--- src/hdl/sschunt_pkg.sv ---
// Shared types and constants for the static sync column detector.
// No dependencies; imported by every module of the block.
package sschunt_pkg;

   // Bit history covers positions 0 .. 7*16.
   localparam int HIST_W     = 113;
   localparam int HIST_IDX_W = $clog2(HIST_W);
   localparam int COLS_W     = 5;
   localparam int NUM_COUNTS = 8;
   localparam int SYNC_W     = 8;
   localparam logic [SYNC_W-1:0] SYNC_BYTE = 8'hB1;
   localparam logic [COLS_W-1:0] NO_MATCH  = '0;
   localparam logic [COLS_W-1:0] MAX_COLS  = 5'd16;

   typedef logic [HIST_W-1:0] hist_type;
   typedef logic [COLS_W-1:0] cols_type;

   // History stage contents handed to the matcher.
   typedef struct packed {
      logic     valid;
      hist_type bits;
   } hist_stage_type;

   // Samples the history every cols bits, newest bit as the LSB.
   function automatic logic [SYNC_W-1:0] sample_hist(input hist_type h, input int cols);
      logic [SYNC_W-1:0]     s;
      logic [HIST_IDX_W-1:0] pos;
      s = '0;
      for (int k = 0; k < SYNC_W; k++) begin
         pos  = HIST_IDX_W'(k*cols);
         s[k] = h[pos];
      end
      return s;
   endfunction

endpackage

--- src/hdl/static_sync_column_hunter.sv ---
// Top level of the static sync column detector: history stage, matcher,
// and the column mode register. Depends on sschunt_pkg, sschunt_hist, sschunt_match.
//
//   Channel | Direction | Handshake          | Payload
//   req     | in        | req_valid/ready    | req_line_bit (1 bit)
//   rsp     | out       | rsp_valid/ready    | rsp_matched_columns (5 bits)
//   csr     | in        | csr_valid/ready    | csr_column_mode (5 bits)
//
// One bit is taken per cycle while rsp is not stalled; its result passes through the
// history register and then the result register before it is offered on rsp.
// The history register and the result register form a two-entry pipeline,
// so a stalled result still lets one more bit into the history stage.
// Synchronous reset clears the history to zeros, the column mode to zero,
// and both valid flags. The csr port is always ready.
module static_sync_column_hunter (
   input  logic                  clock,
   input  logic                  reset,
   input  logic                  req_valid,
   output logic                  req_ready,
   input  logic                  req_line_bit,
   output logic                  rsp_valid,
   input  logic                  rsp_ready,
   output sschunt_pkg::cols_type rsp_matched_columns,
   input  logic                  csr_valid,
   output logic                  csr_ready,
   input  sschunt_pkg::cols_type csr_column_mode
);
   import sschunt_pkg::*;

   cols_type       mode_ff, mode_in;
   hist_stage_type stage;
   logic           advance;

   // Column mode register, written by a csr transfer.
   assign csr_ready = 1'b1;
   assign mode_in   = (csr_valid && csr_ready) ? csr_column_mode : mode_ff;

   always_ff @(posedge clock) begin
      if (reset) begin
         mode_ff <= NO_MATCH;
      end else begin
         mode_ff <= mode_in;
      end
   end

   sschunt_hist u_hist (
      .clock        (clock),
      .reset        (reset),
      .req_valid    (req_valid),
      .req_ready    (req_ready),
      .req_line_bit (req_line_bit),
      .advance      (advance),
      .stage        (stage)
   );

   sschunt_match u_match (
      .clock               (clock),
      .reset               (reset),
      .stage               (stage),
      .column_mode         (mode_ff),
      .advance             (advance),
      .rsp_valid           (rsp_valid),
      .rsp_ready           (rsp_ready),
      .rsp_matched_columns (rsp_matched_columns)
   );

endmodule

--- src/hdl/sschunt_hist.sv ---
// Input stage: bit history shift register and its valid flag.
// Depends on sschunt_pkg.
module sschunt_hist (
   input  logic                   clock,
   input  logic                   reset,
   input  logic                   req_valid,
   output logic                   req_ready,
   input  logic                   req_line_bit,
   input  logic                   advance,
   output sschunt_pkg::hist_stage_type stage
);
   import sschunt_pkg::*;

   logic     valid_ff, valid_in;
   hist_type hist_ff, hist_in;
   logic     take;

   // The stage takes a transfer when it is empty or its item moves on.
   assign req_ready = !valid_ff || advance;
   assign take      = req_valid && req_ready;

   // Shift the new bit in at position 0; the oldest bit drops off.
   always_comb begin
      hist_in  = take ? {hist_ff[HIST_W-2:0], req_line_bit} : hist_ff;
      valid_in = take ? 1'b1 : (advance ? 1'b0 : valid_ff);
   end

   always_ff @(posedge clock) begin
      if (reset) begin
         valid_ff <= 1'b0;
         hist_ff  <= '0;
      end else begin
         valid_ff <= valid_in;
         hist_ff  <= hist_in;
      end
   end

   assign stage.valid = valid_ff;
   assign stage.bits  = hist_ff;

   // An accepted transfer always leaves a valid item in the stage.
   a_take_fills: assert property (@(posedge clock) disable iff (reset)
      take |=> valid_ff)
      else $error("history stage empty after a transfer");

   // The history only moves when a bit is taken.
   a_hist_hold: assert property (@(posedge clock) disable iff (reset)
      !take |=> $stable(hist_ff))
      else $error("history changed without a transfer");

   // Moving an item on requires one to be present.
   a_adv_valid: assert property (@(posedge clock) disable iff (reset)
      advance |-> valid_ff)
      else $error("advance without a valid history item");

endmodule

--- src/hdl/sschunt_match.sv ---
// Sync byte matcher over all even column counts and the result register.
// Depends on sschunt_pkg.
module sschunt_match (
   input  logic                        clock,
   input  logic                        reset,
   input  sschunt_pkg::hist_stage_type stage,
   input  sschunt_pkg::cols_type       column_mode,
   output logic                        advance,
   output logic                        rsp_valid,
   input  logic                        rsp_ready,
   output sschunt_pkg::cols_type       rsp_matched_columns
);
   import sschunt_pkg::*;

   logic [NUM_COUNTS-1:0] hit;
   cols_type              search_cols;
   cols_type              result;
   logic [2:0]            mode_idx;
   logic                  mode_ok;
   logic                  valid_ff, valid_in;
   cols_type              cols_ff, cols_in;

   // One comparator per even column count 2..16.
   always_comb begin
      for (int i = 0; i < NUM_COUNTS; i++) begin
         hit[i] = (sample_hist(stage.bits, 2*(i+1)) == SYNC_BYTE);
      end
   end

   // Lowest matching count wins in search mode.
   always_comb begin
      search_cols = NO_MATCH;
      for (int i = NUM_COUNTS-1; i >= 0; i--) begin
         if (hit[i]) begin
            search_cols = COLS_W'(2*(i+1));
         end
      end
   end

   // A fixed mode must be even and within 2..16, otherwise it never matches.
   // A mode of sixteen wraps around to the last comparator.
   always_comb begin
      mode_idx = column_mode[3:1] - 3'd1;
      mode_ok  = !column_mode[0] && (column_mode <= MAX_COLS);
      if (column_mode == NO_MATCH) begin
         result = search_cols;
      end else if (mode_ok && hit[mode_idx]) begin
         result = column_mode;
      end else begin
         result = NO_MATCH;
      end
   end

   // Result register: loads whenever the history stage holds an item and it is empty or being drained.
   assign advance = stage.valid && (!valid_ff || rsp_ready);

   always_comb begin
      cols_in  = advance ? result : cols_ff;
      valid_in = advance ? 1'b1 : (rsp_ready ? 1'b0 : valid_ff);
   end

   always_ff @(posedge clock) begin
      if (reset) begin
         valid_ff <= 1'b0;
      end else begin
         valid_ff <= valid_in;
      end
      cols_ff <= cols_in;
   end

   assign rsp_valid           = valid_ff;
   assign rsp_matched_columns = cols_ff;

   // Every reported count is even.
   a_even: assert property (@(posedge clock) disable iff (reset)
      valid_ff |-> !cols_ff[0])
      else $error("odd column count reported");

   // Reported counts never exceed sixteen.
   a_range: assert property (@(posedge clock) disable iff (reset)
      valid_ff |-> (cols_ff <= MAX_COLS))
      else $error("column count out of range");

   // An item moved on from the history stage shows up as a result.
   a_adv_result: assert property (@(posedge clock) disable iff (reset)
      advance |=> valid_ff)
      else $error("result register empty after load");

endmodule
--- config.mk ---
export PLATFORM = sky130hd
export DESIGN_NAME = static_sync_column_hunter
export DESIGN_NICKNAME = d
export VERILOG_FILES = /design/src/hdl/sschunt_pkg.sv /design/src/hdl/static_sync_column_hunter.sv /design/src/hdl/sschunt_hist.sv /design/src/hdl/sschunt_match.sv
export SDC_FILE = /design/constraint.sdc
export NUM_CORES = 1
export LEC_CHECK = 0
export BUFFER_PORTS_ARGS = -buffer_cell sky130_fd_sc_hd__buf_2
export CAP_MARGIN = 10
export CORE_MARGIN = 1.5
export CORE_UTILIZATION = 50
export CTS_CLUSTER_SIZE = 10
export DETAILED_ROUTE_END_ITERATION = 8
export PLACE_DENSITY = 0.64
export SLEW_MARGIN = 20
export SYNTH_ARGS = -nofsm -noshare
export SYNTH_HDL_FRONTEND = slang
export SYNTH_SLANG_ARGS = --single-unit
--- constraint.sdc ---
create_clock -name clock -period 2.3 [get_ports clock]
set_input_delay 0.23 -clock clock [delete_from_list [all_inputs] [get_ports clock]]
set_output_delay 0.23 -clock clock [all_outputs]
set_load 0.01 [all_outputs]
# After elaboration in Yosys (flattened, before gate mapping)
# Index checks and enable logic that the tools add are counted.
[word_totals]
register_bits = 125
in_bits = 11
[op_classes]
addsub = 1
n_lt_le_gt_ge = 2
eq_ne = 8
muxes = 16
reduce_logical = 12
[op_table]
columns = ["cell", "n"]
rows = [
  ["8-bit == test, second input constant", 8],
  ["5-bit two-way mux", 10],
  ["5-bit <= comparator, second input constant", 1],
  ["5-bit logical NOT", 1],
  ["1-bit two-way mux", 5],
  ["1-bit logical AND", 4],
  ["3-bit by 4-bit less-than comparator with 1-bit output, second input constant", 1],
  ["2-bit nonzero test", 2],
  ["1-bit binary-select mux with 3-bit select", 1],
  ["1-bit logical NOT", 3],
  ["3-bit by 1-bit subtractor with 3-bit output, second input constant", 1],
  ["1-bit logical OR", 2],
]

# Depth between registers and ports, before layout
[logic_depth]
depth_word = 10
depth_mapped = 8
mapped_depth_nobuf = 6

# Hierarchy
# From an unflattened synthesis, not the netlist that was laid out.
[unflattened]
cells_unflattened = 462
area_unflattened_um2 = 5153.7
[by_module_without_submodules]
columns = ["mod", "n_inst", "cells_per_inst", "area_each_um2"]
rows = [
  ["sschunt_hist", 1, 372, 4335.4],
  ["sschunt_match", 1, 72, 626.9],
  ["static_sync_column_hunter", 1, 18, 191.4],
]

# Worst setup path after synthesis
# OpenSTA, ideal clock, no wires.
[synth_path]
kind = "reg2reg"
startpoint = "register u_hist.hist_ff[6]"
endpoint = "register u_match.cols_ff[2] (netlist: u_match.rsp_matched_columns[2]), data pin"
setup_ps = 131
arrival_time_ps = 1806
slack_ps = 363
stages_incl_launch_ff = 7
path_buffers = 0
synth_period_minus_slack_ps = 1937
cell_sequence = "dfxtp_1 > or4b_1 > or3_4 > mux2_2 > nor2_2 > o32a_2 > a32o_2"
[synth_between]
elab_chain_cells = 6
elab_cells_between_ends = 10
[synth_rtl]
columns = ["element", "line_no", "text"]
rows = [
  ["start: declaration", "sschunt_hist.sv:15", "hist_type hist_ff, hist_in;"],
  ["start signal: assignment", "sschunt_hist.sv:34", "hist_ff <= hist_in;"],
  ["8-bit == test", "sschunt_match.sv:26", "hit[i] = (sample_hist(stage.bits, 2*(i+1)) == SYNC_BYTE);"],
  ["1-bit binary-select mux with 3-bit select", "sschunt_match.sv:47", "end else if (mode_ok && hit[mode_idx]) begin"],
  ["1-bit two-way mux (implied by the code)", "sschunt_match.sv:47", ""],
  ["1-bit logical AND", "sschunt_match.sv:47", ""],
  ["5-bit two-way mux", "sschunt_match.sv:47", ""],
  ["5-bit two-way mux *", "sschunt_match.sv:45", "if (column_mode == NO_MATCH) begin"],
  ["via u_match.result[2]", "sschunt_match.sv:17", "cols_type result;"],
  ["end signal: assignment", "sschunt_match.sv:68", "cols_ff <= cols_in;"],
  ["end: declaration", "sschunt_match.sv:21", "cols_type cols_ff, cols_in;"],
]
# Mark *: on every way through the listed nets, which the timed path passes. The rest lies on a longest branch. The select of a mux whose other input is x is not followed.
# A chain may end at the register's enable or synchronous reset.

# Worst setup path in the final report
[layout_path]
startpoint = "register mode_ff[1]"
endpoint = "register u_match.cols_ff[2] (netlist: u_match.rsp_matched_columns[2]), data pin"
[layout_between]
elab_chain_cells = 6
elab_cells_between_ends = 9
[layout_rtl]
columns = ["element", "line_no", "text"]
rows = [
  ["start: declaration", "static_sync_column_hunter.sv:30", "cols_type mode_ff, mode_in;"],
  ["start signal: assignment", "static_sync_column_hunter.sv:42", "mode_ff <= mode_in;"],
  ["3-bit by 1-bit subtractor with 3-bit output", "sschunt_match.sv:43", "mode_idx = column_mode[3:1] - 3'd1;"],
  ["1-bit binary-select mux with 3-bit select", "sschunt_match.sv:47", ""],
  ["1-bit two-way mux (implied by the code)", "sschunt_match.sv:47", ""],
  ["1-bit logical AND", "sschunt_match.sv:47", ""],
  ["5-bit two-way mux", "sschunt_match.sv:47", ""],
  ["5-bit two-way mux *", "sschunt_match.sv:45", ""],
  ["via u_match.result[2]", "sschunt_match.sv:17", ""],
]
# Marked as above.

==> impl_metrics.yaml <==
run_status:
  outcome: "completed"
worst_hold_path:
  holdCritStartpoint: "rsp_ready"
  hp-class: "in -> reg"
logic_synthesis:
  synth_top_area_share_pct: 51.68
  synth.area.top_cells: "dfxtp_1 (52%), nand2_1 (19%), a21oi_1 (12%)"
  synth_flop_cell: "dfxtp_1"
  syn_nets: 597
  synth.most_common_cell: "nand2_1"
  syn_area_per_cell_um2: 7.946
  netlist_top_cells_count: "nand2_1 (236), dfxtp_1 (120), a21oi_1 (115)"
  synth_seq_area_share_pct: 54.91
  async_flop_share_pct: 0
  netlist_area_um2: 4648
  yosysUniqueCellTypes: 40
  synth_warnings: 0
  ys_ff_latch: 125
  synth_area_leader_cell: "dfxtp_1"
  syn_inst: 585
  synth-edff-count: 5
timing:
  hold_viol_final: 0
  max_slew_margin_pct: 61.52
  setup_tns_ps: 0
  fin_crit_ps: 2115
  fin_ws_ps: 185.4
  skew_ps: 6.656
  tightest_slew_ps: 577.2
  period_share_pct: 91.94
  grt_setup_unrepaired: "no"
  setup_viol: 0
  slew_violations: 0
  holdWs_ps: 26.63
  max_freq_mhz: 472.9
global_routing:
  grt_pass1_vias: 3423
  gr-usage-met2_pct: 31.98
  grt_start_max_net_pins: 55
  use_met3_pct: 5.622
  antenna_found_initial: 0
  grt_pass1_wl_um: 16150
  grt.met1_usage_pct: 27.24
  grt_overflow_total: 0
  grt_usage_pct: 20.62
  busiest_layer: "met2"
die:
  die_area_um2: 9883
  die_h_um: 99.42
  io_pins: 19
  die_x_um: 99.42
  rows: 34
  fp.coreArea_um2: 8848
  start_util_pct: 52.53
setup_path:
  timing.rr.start: "mode_ff[1]"
  criticalPathCategory: "reg -> reg"
  cpPeakStageDelay_ps: 460
  worstPathMaxFanout: 6
  crit_slowest_cell: "dfxtp_1"
  worst_setup_path_start_kind: "flip-flop"
  cp_cell_sequence: "inv_1 > ha_1 > nor3b_1 > o32a_2 > a32o_2"
  arrival_ps: 2390
  endpoint: "u_match.rsp_matched_columns[2]"
  ff2ff_path_depth: 5
  crit_start: "mode_ff[1]"
  required_ps: 2570
  cp-end-kind: "flip-flop"
  r2r_setup_slack_ps: 190
  worstReg2RegEnd: "u_match.rsp_matched_columns[2]"
clocking:
  clk_pin_slew_worst_paths_ps: 60
  cts_buffers: 17
  ctsLongestPathBuffers: 2
  cts_tree: "built"
  cts.sinks: 125
  cts-root-buf: "clkbuf_8"
  clk-insertion-delay-late_ps: 520
  post_cts_buffers: 0
  h-tree-depth: 4
pwr:
  clock_power_share_pct: 53.6
  sw_frac_of_total_pct: 21.42
  max-vdd-ir-drop_mv: 0.5513
  leakagePower_nw: 1.914
  seq_power_share_pct: 42.4
  power.switching_mw: 1.114
  power.density_nw_per_um2: 937.6
  power_frac_comb_pct: 4.0
  p_int_mw: 4.084
  power_mw: 5.198
cells_and_area:
  area_growth_pct: 19.27
  diodes: 0
  layout.nets: 609
  post_route_cells_drive_above_1_share_pct: 10.98
  fillers: 768
drt:
  routed_via_density: 5.251
  drt_wl_total_um: 9359
  vias: 3770
  dr.pass1.iters: 4
  drtAntennaViolNets: 0
  wl_per_cell_um: 13.03
  drtIter0Drc: 222
  drc: 0
place:
  numPortBuffers: 17
  gp_congestion: 0.8975
  dp.final_hpwl_um: 5717
  dp_slack_ps: 231.1
run:
  maxCapViolations: 0
## through the flow
stage / util, % / instance area [µm²] / std cells
final: 62.66 / 5544 / 718
after floorplan: - / 4648 / 585
after CTS: 62.66 / 5544 / 718
after global placement: 54.75 / 4845 / 679
after global routing: 62.66 / 5544 / 718
after detailed placement: 54.75 / 4845 / 679
## layout by cell type (no fill, tap or decap), types with 5 or more instances in the layout
cell type and instances:
clkbuf_16 16, nor2_1 15, a21oi_1 115, dlygate4sd3_1 7, buf_2 16, nand2_1 235
edfxtp_1 5, mux2i_1 6, buf_4 6, dfxtp_1 120, nor2b_1 5
## worst max-delay path, delay by kind of cell, from the launching register on
family                     cells  cell delay [ps]
AOI/OAI and AO/OA              2              700
adders and majority gates      1              380
buffers and inverters          1              160
DFF                            1              460
and+or+nand+nor                1              170
## worst min path at each step
stage | endpoint | depth (start not counted)
after floorplan | u_hist.valid_ff | 2
after global placement | u_hist.hist_ff[88] | 2
after detailed placement | u_hist.hist_ff[22] | 2
after CTS | u_match.rsp_valid | 4
after global routing | u_match.rsp_valid | 4
final | u_match.rsp_valid | 4
## kinds of logic (layout without fill, tap and decap cells)
| group | Yosys count | after routing | share of synthesized area [%] |
|---|---|---|---|
| mux | 8 | 8 | 1.777 |
| xor+xnor | 1 | 1 | 0.1885 |
| fa+ha+maj | 1 | 1 | 0.2691 |
| other cells | 2 | 2 | 0.1616 |
| flops | 125 | 125 | 54.91 |
| compound gates | 126 | 126 | 14.40 |
| buf+inv | 42 | 67 | 3.473 |
| simple gates | 280 | 280 | 24.82 |
## flip-flops by register name, summed over array words and instances, names as in the netlist
signal,flops
u_hist.hist_ff,113
mode_ff,5
u_hist.valid_ff,1
u_match.rsp_valid,1
u_match.rsp_matched_columns,5
## power by group through the flow
stage	sequential [mW]	clock [mW]	combinational [mW]
floorplan	2.25	0	0.135
global placement	2.25	0	0.200
detailed placement	2.25	0	0.201
CTS	2.20	2.84	0.211
global route	2.20	2.95	0.233
finish	2.20	2.78	0.209
## cell type report
cell class	count	area [µm²]	area share, %
clock buffers	19	441.7	7.967
clock inverters	13	187.7	3.385
inverters	2	7.507	0.1354
multi-input cells	418	1944	35.07
flip-flops and latches	125	2552	46.04
well taps	108	135.1	2.437
repair buffers	33	275.3	4.965
## layer usage
metal	up-vias	share of wire, %
met5	-	0
met4	0	1.5
met3	16	3.8
met2	66	47
met1	1741	48
li1	1947	-
## repair_timing
action                                 CTS  global route
resized for setup                        0             0
hold buffers                             7             0
endpoints found under the hold margin    7             0
(Power assumes the default switching activity.)
